`src/hw/rtl/qdiw_pkg.sv`:
```
// Shared types, constants and the x4 transition decode for the quadrature
// decoder with interval window. No dependencies.
`default_nettype none

package qdiw_pkg;

    localparam int WINDOW_DEF = 8;
    localparam int WINDOW_MAX = 64;
    localparam int TIME_W     = 32;
    localparam int POS_W      = 32;
    localparam int SUM_W      = 35;
    localparam int TMO_W      = 16;
    localparam logic [TMO_W-1:0] STALL_TIMEOUT_RST = 16'd100;

    typedef enum logic [1:0] {
        DIR_NONE = 2'd0,
        DIR_CW   = 2'd1,
        DIR_CCW  = 2'd2
    } t_dir;

    typedef struct packed {
        logic counted;
        t_dir dir;
    } t_step;

    // Code is {previous A, previous B, current A, current B}.
    function automatic t_dir decode_transition(input logic [3:0] code);
        t_dir dir;
        case (code) inside
            4'b0001, 4'b0111, 4'b1110, 4'b1000: dir = DIR_CW;
            4'b0010, 4'b0100, 4'b1101, 4'b1011: dir = DIR_CCW;
            default:                            dir = DIR_NONE;
        endcase
        return dir;
    endfunction

endpackage

`default_nettype wire

```
`src/hw/rtl/qdiw_ram.sv`:
```
// Generic single write port, single read port RAM with registered read data.
// No dependencies.
`default_nettype none

module qdiw_ram #(
    parameter int WIDTH  = 32,
    parameter int DEPTH  = 8,
    parameter int ADDR_W = (DEPTH > 1) ? $clog2(DEPTH) : 1
) (
    input  wire logic              i_clk,
    input  wire logic              i_we,
    input  wire logic [ADDR_W-1:0] i_waddr,
    input  wire logic [WIDTH-1:0]  i_wdata,
    input  wire logic [ADDR_W-1:0] i_raddr,
    output logic      [WIDTH-1:0]  o_rdata
);

    logic [WIDTH-1:0] r_mem [DEPTH];
    logic [WIDTH-1:0] r_rdata;

    always_ff @(posedge i_clk) begin
        if (i_we) begin
            r_mem[i_waddr] <= i_wdata;
        end
        r_rdata <= r_mem[i_raddr];
    end

    assign o_rdata = r_rdata;

endmodule

`default_nettype wire

```
`src/hw/rtl/qdiw_decode.sv`:
```
// Pin transition decode, previous pin pair and signed position counter.
// Depends on qdiw_pkg.
`default_nettype none

module qdiw_decode
    import qdiw_pkg::*;
(
    input  wire logic                    i_clk,
    input  wire logic                    i_rst_n,
    input  wire logic                    i_fire,
    input  wire logic                    i_a_level,
    input  wire logic                    i_b_level,
    output t_step                        o_step,
    output logic signed [POS_W-1:0]      o_position
);

    logic [1:0]              r_prev_pins;
    logic [1:0]              n_prev_pins;
    logic signed [POS_W-1:0] r_position;
    logic signed [POS_W-1:0] n_position;
    t_dir                    dir;

    assign n_prev_pins = {i_a_level, i_b_level};
    assign dir         = decode_transition({r_prev_pins, n_prev_pins});

    always_comb begin
        case (dir)
            DIR_CW:  n_position = r_position + POS_W'(1);
            DIR_CCW: n_position = r_position - POS_W'(1);
            default: n_position = r_position;
        endcase
    end

    always_ff @(posedge i_clk) begin
        if (!i_rst_n) begin
            r_prev_pins <= '0;
            r_position  <= '0;
        end else if (i_fire) begin
            r_prev_pins <= n_prev_pins;
            r_position  <= n_position;
        end
    end

    assign o_step.counted = (dir != DIR_NONE);
    assign o_step.dir     = dir;
    assign o_position     = n_position;

endmodule

`default_nettype wire

```
`src/hw/rtl/qdiw_window.sv`:
```
// Ring of step intervals with running sum, last step time and stall check.
// Depends on qdiw_pkg and qdiw_ram.
`default_nettype none

module qdiw_window
    import qdiw_pkg::*;
#(
    parameter int WINDOW = WINDOW_DEF
) (
    input  wire logic              i_clk,
    input  wire logic              i_rst_n,
    input  wire logic              i_fire,
    input  wire t_step             i_step,
    input  wire logic [TIME_W-1:0] i_time_now,
    input  wire logic [TMO_W-1:0]  i_stall_timeout,
    output logic      [TIME_W-1:0] o_last_interval,
    output logic      [SUM_W-1:0]  o_interval_sum,
    output logic                   o_moving
);

    localparam int IDX_W = (WINDOW > 1) ? $clog2(WINDOW) : 1;
    localparam logic [IDX_W:0] WRAP = (IDX_W + 1)'(WINDOW);

    logic [TIME_W-1:0] r_last_time;
    logic [TIME_W-1:0] n_last_time;
    logic [TIME_W-1:0] r_last_int;
    logic [TIME_W-1:0] n_last_int;
    logic [SUM_W-1:0]  r_sum;
    logic [SUM_W-1:0]  n_sum;
    logic [IDX_W-1:0]  r_oldest;
    logic [IDX_W-1:0]  n_oldest;
    logic [WINDOW-1:0] r_valid;
    logic [WINDOW-1:0] n_valid;
    logic              r_byp;
    logic [TIME_W-1:0] r_byp_data;
    logic              r_rd_valid;

    logic              we;
    logic [TIME_W-1:0] interval;
    logic [TIME_W-1:0] oldest_val;
    logic [TIME_W-1:0] ram_rdata;
    logic [TIME_W-1:0] idle_time;
    logic [IDX_W:0]    slot_inc;

    assign we        = i_fire && i_step.counted;
    assign interval  = i_time_now - r_last_time;
    assign idle_time = i_time_now - r_last_time;
    assign slot_inc  = {1'b0, r_oldest} + (IDX_W + 1)'(1);

    // Entry at the oldest slot: fresh write bypass, then RAM, zero if never written.
    assign oldest_val = r_byp ? r_byp_data : (r_rd_valid ? ram_rdata : '0);

    always_comb begin
        n_last_time = r_last_time;
        n_last_int  = r_last_int;
        n_sum       = r_sum;
        n_oldest    = r_oldest;
        n_valid     = r_valid;
        if (we) begin
            n_last_time       = i_time_now;
            n_last_int        = interval;
            n_sum             = r_sum - {{(SUM_W-TIME_W){1'b0}}, oldest_val}
                                      + {{(SUM_W-TIME_W){1'b0}}, interval};
            n_oldest          = (slot_inc == WRAP) ? '0 : slot_inc[IDX_W-1:0];
            n_valid[r_oldest] = 1'b1;
        end
    end

    qdiw_ram #(
        .WIDTH  (TIME_W),
        .DEPTH  (WINDOW),
        .ADDR_W (IDX_W)
    ) u_ring (
        .i_clk   (i_clk),
        .i_we    (we),
        .i_waddr (r_oldest),
        .i_wdata (interval),
        .i_raddr (n_oldest),
        .o_rdata (ram_rdata)
    );

    always_ff @(posedge i_clk) begin
        if (!i_rst_n) begin
            r_last_time <= '0;
            r_last_int  <= '0;
            r_sum       <= '0;
            r_oldest    <= '0;
            r_valid     <= '0;
            r_byp       <= 1'b0;
            r_rd_valid  <= 1'b0;
        end else begin
            r_last_time <= n_last_time;
            r_last_int  <= n_last_int;
            r_sum       <= n_sum;
            r_oldest    <= n_oldest;
            r_valid     <= n_valid;
            // Read of the slot just written returns old data; take it from here.
            r_byp       <= we && (n_oldest == r_oldest);
            r_rd_valid  <= n_valid[n_oldest];
        end
    end

    always_ff @(posedge i_clk) begin
        r_byp_data <= interval;
    end

    assign o_last_interval = n_last_int;
    assign o_interval_sum  = n_sum;
    assign o_moving        = i_step.counted
                             || (idle_time <= {{(TIME_W-TMO_W){1'b0}}, i_stall_timeout});

endmodule

`default_nettype wire

```
`src/hw/rtl/quadrature_decoder_interval_window_top.sv`:
```
// Top level of the x4 quadrature decoder with interval window.
// Depends on qdiw_pkg, qdiw_decode, qdiw_window and qdiw_ram.
//
// Usage:
//   Input channel (i_in_valid / o_in_ready) carries one pin sample: levels of
//   A and B and a 32-bit timestamp. Output channel (o_out_valid / i_out_ready)
//   returns exactly one result per sample: position, step direction, newest
//   interval, sum of the last WINDOW intervals and the moving flag.
//   Configuration channel (i_cfg_valid / o_cfg_ready / i_cfg_data) writes the
//   stall timeout; it is always ready and should be used only while idle.
//   Path: each sample is held in the input register, then decoded and written
//   to the result register once that register is empty or being read.
//   Throughput: one sample per cycle while i_out_ready is high, set by the
//   single decode-and-update stage between the input and result registers.
//   Reset (synchronous, active low) clears position, pin history, the ring
//   valid bits, sum and last step time, and sets the timeout to 100. When
//   the receiver stalls, the result register holds its data and the input
//   register takes one more sample before o_in_ready drops.
`default_nettype none

module quadrature_decoder_interval_window_top
    import qdiw_pkg::*;
#(
    parameter int WINDOW = WINDOW_DEF
) (
    input  wire logic                 i_clk,
    input  wire logic                 i_rst_n,
    input  wire logic                 i_cfg_valid,
    output logic                      o_cfg_ready,
    input  wire logic [TMO_W-1:0]     i_cfg_data,
    input  wire logic                 i_in_valid,
    output logic                      o_in_ready,
    input  wire logic                 i_a_level,
    input  wire logic                 i_b_level,
    input  wire logic [TIME_W-1:0]    i_time_now,
    output logic                      o_out_valid,
    input  wire logic                 i_out_ready,
    output logic signed [POS_W-1:0]   o_position,
    output logic [1:0]                o_step_dir,
    output logic [TIME_W-1:0]         o_last_interval,
    output logic [SUM_W-1:0]          o_interval_sum,
    output logic                      o_moving
);

    logic [TMO_W-1:0]        r_timeout;
    logic                    r_in_valid;
    logic                    r_a;
    logic                    r_b;
    logic [TIME_W-1:0]       r_time;
    logic                    r_out_valid;
    logic signed [POS_W-1:0] r_position;
    logic [1:0]              r_dir;
    logic [TIME_W-1:0]       r_last_int;
    logic [SUM_W-1:0]        r_sum;
    logic                    r_moving;

    logic                    fire;
    logic                    in_ready;
    t_step                   step;
    logic signed [POS_W-1:0] n_position;
    logic [TIME_W-1:0]       n_last_int;
    logic [SUM_W-1:0]        n_sum;
    logic                    n_moving;

    assign fire     = r_in_valid && (!r_out_valid || i_out_ready);
    assign in_ready = !r_in_valid || fire;

    qdiw_decode u_decode (
        .i_clk      (i_clk),
        .i_rst_n    (i_rst_n),
        .i_fire     (fire),
        .i_a_level  (r_a),
        .i_b_level  (r_b),
        .o_step     (step),
        .o_position (n_position)
    );

    qdiw_window #(
        .WINDOW (WINDOW)
    ) u_window (
        .i_clk           (i_clk),
        .i_rst_n         (i_rst_n),
        .i_fire          (fire),
        .i_step          (step),
        .i_time_now      (r_time),
        .i_stall_timeout (r_timeout),
        .o_last_interval (n_last_int),
        .o_interval_sum  (n_sum),
        .o_moving        (n_moving)
    );

    always_ff @(posedge i_clk) begin
        if (!i_rst_n) begin
            r_timeout   <= STALL_TIMEOUT_RST;
            r_in_valid  <= 1'b0;
            r_out_valid <= 1'b0;
        end else begin
            if (i_cfg_valid) begin
                r_timeout <= i_cfg_data;
            end
            if (in_ready) begin
                r_in_valid <= i_in_valid;
            end
            if (fire) begin
                r_out_valid <= 1'b1;
            end else if (i_out_ready) begin
                r_out_valid <= 1'b0;
            end
        end
    end

    // Payload registers: load on transaction, hold otherwise.
    always_ff @(posedge i_clk) begin
        if (in_ready && i_in_valid) begin
            r_a    <= i_a_level;
            r_b    <= i_b_level;
            r_time <= i_time_now;
        end
        if (fire) begin
            r_position <= n_position;
            r_dir      <= step.dir;
            r_last_int <= n_last_int;
            r_sum      <= n_sum;
            r_moving   <= n_moving;
        end
    end

    assign o_cfg_ready     = 1'b1;
    assign o_in_ready      = in_ready;
    assign o_out_valid     = r_out_valid;
    assign o_position      = r_position;
    assign o_step_dir      = r_dir;
    assign o_last_interval = r_last_int;
    assign o_interval_sum  = r_sum;
    assign o_moving        = r_moving;

endmodule

`default_nettype wire
```
`config.mk`:
```
export PLATFORM = sky130hd
export DESIGN_NAME = quadrature_decoder_interval_window_top
export DESIGN_NICKNAME = d
export VERILOG_FILES = /design/src/hw/rtl/qdiw_pkg.sv /design/src/hw/rtl/qdiw_ram.sv /design/src/hw/rtl/qdiw_decode.sv /design/src/hw/rtl/qdiw_window.sv /design/src/hw/rtl/quadrature_decoder_interval_window_top.sv
export SDC_FILE = /design/constraint.sdc
export NUM_CORES = 1
export LEC_CHECK = 0
export BUFFER_PORTS_ARGS = -buffer_cell sky130_fd_sc_hd__buf_4
export CAP_MARGIN = 10
export CORE_UTILIZATION = 47
export CTS_CLUSTER_SIZE = 20
export DETAILED_ROUTE_END_ITERATION = 7
export GPL_TIMING_DRIVEN = 0
export PLACE_DENSITY = 0.61
export SETUP_SLACK_MARGIN = 0.15
export SKIP_LAST_GASP = 1
export SYNTH_ARGS = -nofsm -noshare
export SYNTH_HDL_FRONTEND = slang
export SYNTH_SLANG_ARGS = --single-unit
export TNS_END_PERCENT = 1
```
`constraint.sdc`:
```
create_clock -name i_clk -period 9.9 [get_ports i_clk]
set_input_delay 0.99 -clock i_clk [delete_from_list [all_inputs] [get_ports i_clk]]
set_output_delay 0.99 -clock i_clk [all_outputs]
set_load 0.1 [all_outputs]
```
==> results of run 1 <==
-- power by group through the flow --
stage / Clock, mW / Sequential [mW] / Combinational, mW
after floorplan: 0 / 3.32 / 1.18
after detailed placement: 0 / 3.09 / 1.96
final: 2.56 / 3.04 / 1.98
after global routing: 2.70 / 3.05 / 2.16
after global placement: 0 / 3.10 / 1.91
after CTS: 2.60 / 3.04 / 1.97
-- cell families (layout without fill, tap and decap cells) --
logic type,count (synthesis),after routing,share of synthesized area [%]
DFF,620,620,59.1
and+or+nand+nor,615,615,10.1
AOI/OAI and AO/OA,453,453,10.3
buffers and inverters,183,507,2.57
adders and majority gates,148,148,7.63
muxes,122,122,7.58
xor gates and xnor gates,86,86,2.73
other,2,2,0.0272
-- synthesized netlist by cell type, types with 5 or more instances --
library cell,number,share of area [%]
edfxtp_1,392,43
nand2_1,276,3.7
dfxtp_1,228,17
a21oi_1,142,2.6
nor2_1,137,1.9
ha_1,114,5.2
o21ai_0,102,1.8
inv_1,92,1.2
clkbuf_1,71,0.96
and2_1,66,1.5
mux4_2,66,5.4
xnor2_1,44,1.4
xor2_1,42,1.3
mux2_2,37,1.5
a21o_1,36,0.98
fa_1,34,2.5
a22oi_1,30,0.82
nor3_1,27,0.49
nand3_1,24,0.43
o21ai_1,21,0.38
a211oi_1,19,0.52
mux2i_1,19,0.69
nand2b_1,16,0.36
and3_1,15,0.34
buf_1,14,0.19
o31ai_1,12,0.33
nand4_1,11,0.25
o211ai_1,11,0.30
o21bai_1,11,0.30
o21a_1,9,0.24
a31oi_1,8,0.18
nor2b_1,8,0.18
nor4_1,7,0.16
o2111ai_1,6,0.19
a311o_1,5,0.18
or4_1,5,0.14
-- worst register-to-register path, delay by kind of cell, from the launching register on --
family,cells,cell delay (ps)
adders and majority gates,4,1530
DFF,1,430
xor gates and xnor gates,3,880
and+or+nand+nor,6,930
AOI/OAI and AO/OA,8,2120
buffers and inverters,3,490
-- layout by cell type (no fill, tap or decap), drive strengths merged, types with 8 or more instances in the layout --
cell / Yosys / routed
o211ai: 11 / 11
a211oi: 21 / 21
dfxtp: 228 / 228
buf: 20 / 220
a21o: 36 / 36
edfxtp: 392 / 392
nand2b: 16 / 16
a22oi: 30 / 30
o21ai: 123 / 123
mux2i: 19 / 19
mux4: 66 / 66
nand2: 276 / 276
xor2: 42 / 42
o21a: 9 / 9
ha: 114 / 114
xnor2: 44 / 44
nand4: 11 / 11
mux2: 37 / 37
and3: 16 / 16
inv: 92 / 98
nor2b: 8 / 8
clkbuf: 71 / 161
a21oi: 143 / 143
fa: 34 / 34
o31ai: 13 / 13
a31oi: 8 / 8
o21bai: 11 / 11
nand3: 24 / 24
nor3: 27 / 27
clkinv: 0 / 18
nor2: 139 / 139
and2: 67 / 67
-- how the worst min path moves through the flow --
stage / startpoint / endpoint / slack, ps / cells past startpoint
floorplan: u_window.r_valid[4]$_SDFF_PN0_ / u_window.r_valid[4]$_SDFF_PN0_ / 430 / 2
global placement: u_window.r_last_time[17]$_SDFFE_PN0P_ / u_window.r_last_time[17]$_SDFFE_PN0P_ / 440 / 2
global route: u_window.r_last_time[14]$_SDFFE_PN0P_ / u_window.r_last_time[14]$_SDFFE_PN0P_ / 470 / 2
finish: u_window.r_last_time[17]$_SDFFE_PN0P_ / u_window.r_last_time[17]$_SDFFE_PN0P_ / 450 / 2
detailed placement: u_window.r_last_time[4]$_SDFFE_PN0P_ / u_window.r_last_time[4]$_SDFFE_PN0P_ / 450 / 2
CTS: u_window.r_last_time[4]$_SDFFE_PN0P_ / u_window.r_last_time[4]$_SDFFE_PN0P_ / 450 / 2
-- state kept, by name, indices dropped and copies added (netlist names), 2 cells and up --
signal,flops
u_window.r_valid,8
r_timeout,16
u_decode.r_position,32
u_decode.r_prev_pins,2
o_last_interval,32
o_interval_sum,35
u_window.r_byp_data,32
r_time,32
u_window.r_oldest,3
o_step_dir,2
o_position,32
u_window.r_last_int,32
u_window.r_sum,35
u_window.u_ring.o_rdata,32
u_window.u_ring.r_mem,256
u_window.r_last_time,32
-- area by class of cell --
type	count	area share (%)
plain buffers	91	1.12
flip-flops and latches	620	50.1
repair buffers	200	5.05
clock inverters	34	1.14
clock buffers	90	5.79
well taps	765	2.94
multi-input cells	1426	32.8
inverters	92	1.07
-- per-layer routing --
metal / vias to the layer above / global-route usage (%)
li1: 8691 / -
met1: 9186 / 35.3
met2: 597 / 39.6
met3: 93 / 3.50
met4: 0 / 7.33
met5: - / 0
==> summary.md, run 1 <==
| Metric | Value |
|---|---|
| Status | finished, final reports clean |
| Setup Skew | 29.9 ps |
| Worst setup EP type | flip-flop |
| Die height | 244 µm |
| Global placer's final weighted congestion | 0.882 |
| Syn Nets | 2,432 |
| Antenna violations before repair | 2 |
| Flop pwr share | 40.1% |
| CTS Hold Bufs | 0 |
| Initial Util | 47.7% |
| Num CTS Buffers | 67 |
| Setup tns final | 0 ps |
| Setup Viol. Count Final | 0 |
| # resized after CTS | 0 |
| Worst EP required | 10,220 ps |
| Reg2Reg Capture Point | o_interval_sum[34]$_DFFE_PP_ |
| Placed Cells | 3,190 |
| First-pass GRT wire length | 111,000 µm |
| P_int | 5.17 mW |
| Worst hold margin | 454 ps |
| CTS tree | done |
| Die area | 59,800 µm² |
| Cell count along the critical path | 24 |
| Worst-path fanout max | 10 |
| Pre-CTS setup slack | 3200 ps |
| Logic gate share of total power | 26.1% |
| Power, Total | 7.57 mW |
| Worst vdd ir | 0.134 mV |
| Post-synth cell types | 76 |
| WL met1 | 33,300 µm |
| # H-tree levels | 3 |
| Remaining global-route overflow | 0 |
| Final Critical Period | 6640 ps |
| Sequential fraction of the synthesis area | 59.1% |
| Vias per cell | 5.60 |
| IO Count | 160 |
| Final Hold Viols | 0 |
| Reg area | 16,300 µm² |
| Worst R2R Setup Slack | 3260 ps |
| Clk slew on worst S/H paths | 60 ps |
| Filler cells | 4,793 |
| Final Worst Setup Slack | 3260 ps |
| Mean Syn Cell Area | 12.4 µm² |
| Row cnt | 88 |
| Routed wire length per instance | 22.1 µm |
| Final period util | 67.1% |
| Area of the multi-input gates | 10,700 µm² |
| Critical Path Slowest Stage Cell | fa_1 |
| Worst path buffer plus inverter count | 3 |
| Critical Path Max Stage Delay | 550 ps |
| Largest net degree at the start of global routing | 58 |
| Ys async rst share | 0% |
| First drt pass iteration count | 6 |
| Setup bufs post-CTS | 0 |
| Setup crit start | r_time[0]$_DFFE_PP_ |
| Root Driver | clkbuf_16 |
| Synth warn | 0 |
| Worst skew pair latency | 610 ps |
| Non-Filler Instances | 3,318 |
| DPL Wire Length | 53,500 µm |
| Max Clock Freq | 151 MHz |
| CP top delay family | compound AO/OA/AOI/OAI gates |
| Critical path class | flip-flop to flip-flop |
| Clk sinks | 620 |
| Layout Utilization | 56.3% |
| Routed Antenna Nets | 0 |
| Crit-path cells | inv_1, ha_1, inv_1, fa_1, a21o_1, a221oi_2, a2111o_1, a211oi_1, o31a_1, o21ai_1, xor2_1, inv_1, fa_1, ha_1, and3_1, and3_1, and3_1, nand3_1, a21oi_1, nor2_1, o31ai_1, xnor2_1, nor2_1, xor2_1 |
| Proportion of layout cells with a drive suffix above 1 | 17.5% |
| Nets | 2,701 |
| Pleak | 12.3 nW |
| Worst-case clock buffer depth | 3 |
| Hold Crit Class | flip-flop to flip-flop |
| GRT Total Usage | 24.9% |
| #FFs+latches synth | 620 |
| Chip width | 244 µm |
| Pwr dens | 232 nW/µm² |
| Post-Layout Inst Area | 32,600 µm² |
| Met3 WL | 4240 µm |
| Worst slew margin | 19.8% |
| Post-Synthesis Cell Area | 27,600 µm² |
| Via count | 18,567 |
| Worst Max-Slew Pin Slew | 1200 ps |
| Clk pwr share | 33.8% |
| Core ar. | 57,900 µm² |
| N_diodes | 0 |
| Syn Inst Count | 2,229 |
| Startpoint types | flip-flop |
| P_sw | 2.40 mW |
| Vias in the first global route | 18,343 |
| First DRT Iteration DRCs | 1,530 |
| CP endpoint | o_interval_sum[34]$_DFFE_PP_ |
| Worst Path Arrival | 6960 ps |
| Pins Over Slew Limit | 0 |
| Top Metal Used | met4 |
| RSZ-0062 raised after global routing | false |
| DRC viols | 0 |
| RR Startpoint | r_time[0]$_DFFE_PP_ |
| Most used flip-flop cell after synthesis | edfxtp_1 |
| IO Port Bufs | 157 |
| Switching share of power | 31.7% |
| Metal2 WL | 34,200 µm |
| Final WL | 73,400 µm |
| Placed Area | 30,300 µm² |
| Post-synth EDFFs | 392 |
| FF-to-FF path depth | 24 |
| Max Cap Viol | 0 |
| Area grow syn2layout | 18.0% |
(Power assumes the default switching activity.)
==> inputs of run 2 (changes only) <==
==> constraint.sdc (replaced) <==
create_clock -name i_clk -period 6.2 [get_ports i_clk]
set_input_delay 0.62 -clock i_clk [delete_from_list [all_inputs] [get_ports i_clk]]
set_output_delay 0.62 -clock i_clk [all_outputs]
set_load 0.1 [all_outputs]
==> run 2 against run 1 <==
The run now ends with capacitance limit, slew limit left. Register-to-register slack got worse by 3000 ps. Combinational power increased by 68%. Global-route usage about the same. Routed wire length increased by 1.2%. Clock-buffer cell count increased by 7. Final cell count increased by 0.39%. Design area increased by 1.3%. Critical endpoint is now u_window.r_sum[29]$_SDFF_PN0_.
==> summary.md, run 2 (synthesis gave the netlist of run 1 again) <==
| Metric | Value |
|---|---|
| Row cnt | 88 (unchanged) |
| Hold Crit Class | input port to flip-flop (was flip-flop to flip-flop) |
| Chip width | 244 µm (unchanged) |
| Status | finished, violations left (was finished, final reports clean) |
| Power, Total | 12.0 mW (was 7.57 mW) |
| Proportion of layout cells with a drive suffix above 1 | 19.3% (was 17.5%) |
| Worst setup EP type | flip-flop (unchanged) |
| Setup Viol. Count Final | 0 (unchanged) |
| Vias per cell | 5.60 (about the same) |
| Die area | 59,800 µm² (unchanged) |
| Num CTS Buffers | 66 (was 67) |
| Worst-case clock buffer depth | 3 (unchanged) |
| Pleak | 12.4 nW (was 12.3 nW) |
| IO Count | 160 (unchanged) |
| Root Driver | clkbuf_16 (unchanged) |
| Pwr dens | 363 nW/µm² (was 232 nW/µm²) |
| Critical Path Max Stage Delay | 510 ps (was 550 ps) |
| Top reg by flops | u_window.u_ring.r_mem (unchanged) |
| Largest net degree at the start of global routing | 72 (was 58) |
| Worst Path Arrival | 6360 ps (was 6960 ps) |
| Via count | 18,640 (was 18,567) |
| Pins Over Slew Limit | 4 (was 0) |
| Max Clock Freq | 170 MHz (was 151 MHz) |
| Final Critical Period | 5890 ps (was 6640 ps) |
| CTS tree | done (unchanged) |
| Die height | 244 µm (unchanged) |
| Area grow syn2layout | 19.5% (was 18.0%) |
| Failing checks | capacitance limit, slew limit |
| Clk sinks | 620 (unchanged) |
| Routed Antenna Nets | 0 (unchanged) |
| RSZ-0062 raised after global routing | true (was false) |
| Most frequent cells in the layout | edfxtp_1 (392), nand2_1 (275), dfxtp_1 (228), buf_4 (192), a21oi_1 (137) (was edfxtp_1 (392), nand2_1 (276), dfxtp_1 (228), buf_4 (179), a21oi_1 (142)) |
| Worst slew margin | -15.3% (was 19.8%) |
| Worst EP required | 6670 ps (was 10,220 ps) |
| N_diodes | 0 (unchanged) |
| Vias in the first global route | 18,437 (was 18,343) |
| Critical Path Slowest Stage Cell | fa_1 (unchanged) |
| Worst-path fanout max | 11 (was 10) |
| Post-Layout Inst Area | 33,000 µm² (was 32,600 µm²) |
| Final Hold Viols | 0 (unchanged) |
| Clk slew on worst S/H paths | 60 ps (about the same) |
| Crit-path cells | inv_1, ha_1, inv_1, fa_2, a21o_1, a221oi_4, a2111o_1, a211oi_2, nor3_1, xor2_1, inv_2, fa_1, ha_1, inv_1, o21bai_1, or3_1, o21ai_4, o21ai_0, a211oi_2, buf_4, xor2_1, o21ai_1, and2_1 (was inv_1, ha_1, inv_1, fa_1, a21o_1, a221oi_2, a2111o_1, a211oi_1, o31a_1, o21ai_1, xor2_1, inv_1, fa_1, ha_1, and3_1, and3_1, and3_1, nand3_1, a21oi_1, nor2_1, o31ai_1, xnor2_1, nor2_1, xor2_1) |
| Crit-path most repeated cell | inv_1 |
| IO Port Bufs | 157 (unchanged) |
| Initial Util | 47.7% (unchanged) |
| Remaining global-route overflow | 0 (unchanged) |
| DRC viols | 0 (unchanged) |
| Critical path class | flip-flop to flip-flop (unchanged) |
| # H-tree levels | 3 (unchanged) |
| Worst Max-Slew Pin Slew | 1720 ps (was 1200 ps) |
| DPL Wire Length | 53,100 µm (was 53,500 µm) |
| First-pass GRT wire length | 111,000 µm (about the same) |
| Routed wire length per instance | 22.3 µm (was 22.1 µm) |
| Layout Utilization | 57.0% (was 56.3%) |
| Most common cell after layout, fill and taps aside | edfxtp_1 (unchanged) |
| First DRT Iteration DRCs | 1,590 (was 1,530) |
| Max reg flops | 256 (unchanged) |
| Nets | 2,718 (was 2,701) |
| Setup Skew | 25.0 ps (was 29.9 ps) |
| Final WL | 74,200 µm (was 73,400 µm) |
| Max Cap Viol | 1 (was 0) |
| Final period util | 95.0% (was 67.1%) |
| Startpoint types | flip-flop (unchanged) |
| Placed Area | 30,300 µm² (about the same) |
| GRT Total Usage | 24.9% (about the same) |
| Global placer's final weighted congestion | 0.901 (was 0.882) |
| First drt pass iteration count | 7 (was 6) |
| Worst skew pair latency | 600 ps (was 610 ps) |
| Antenna violations before repair | 5 (was 2) |
| Core ar. | 57,900 µm² (unchanged) |
| Worst vdd ir | 0.247 mV (was 0.134 mV) |
run 2: worst paths after layout:
kind / startpoint / endpoint / slack (ps) / cells after the start
min: i_time_now[19] / r_time[19]$_DFFE_PP_ / 200 / 1
max: r_time[0]$_DFFE_PP_ / u_window.r_sum[29]$_SDFF_PN0_ / 310 / 23
max reg2reg: r_time[0]$_DFFE_PP_ / u_window.r_sum[29]$_SDFF_PN0_ / 310 / 23
min reg2reg: u_window.r_last_time[2]$_SDFFE_PN0P_ / u_window.r_last_time[2]$_SDFFE_PN0P_ / 450 / 2
run 2: power breakdown:
part	internal (mW)	switching [mW]
Sequential	4.74	0.112
Combinational	1.19	2.15
Clock	2.21	1.60
Total	8.13	3.85
run 2: layout make-up:
type | count | area (µm²)
Sequential cell | 620 | 16300
Tap cell | 765 | 957
Inverter | 92 | 352
Fill cell | 4818 | 24900
Clock buffer | 97 | 1860
Multi-Input combinational cell | 1428 | 11200
Clock inverter | 22 | 196
Buffer | 91 | 367
Timing Repair Buffer | 216 | 1790
run 2: repair_timing:
item / CTS / global route
buffers inserted: 3 / 23
gates resized for setup: 20 / 49
setup endpoints to repair: 22 / 26
pin swaps: 2 / 14
hold buffers: 0 / 0
gates cloned: 0 / 2
run 2: per-layer routing:
metal	vias up	routed length, µm	global-route usage (%)
li1	8719	-	-
met1	9204	33100	34.9
met2	592	34100	39.7
met3	125	4910	3.83
met4	0	2170	8.20
met5	-	0	0
run 2: worst max-delay path, delay by kind of cell, from the launching register on:
| kind | cells | cell delay [ps] |
|---|---|---|
| compound gates | 9 | 1840 |
| fa+ha+maj | 4 | 1400 |
| simple gates | 3 | 880 |
| buf+inv | 5 | 660 |
| xor+xnor | 2 | 540 |
| flops | 1 | 400 |
run 2: stage by stage:
| step | cells | hold WS (ps) | TNS, ps | setup WS [ps] |
|---|---|---|---|---|
| finish | 3331 | 197 | 0 | 307 |
| global placement | 3151 | 442 | -1281370 | -5940 |
| floorplan | 2229 | 435 | -92150 | -835 |
| global route | 3331 | 174 | 0 | 107 |
| CTS | 3305 | 166 | 0 | 35.2 |
| detailed placement | 3183 | 447 | -2870 | -438 |
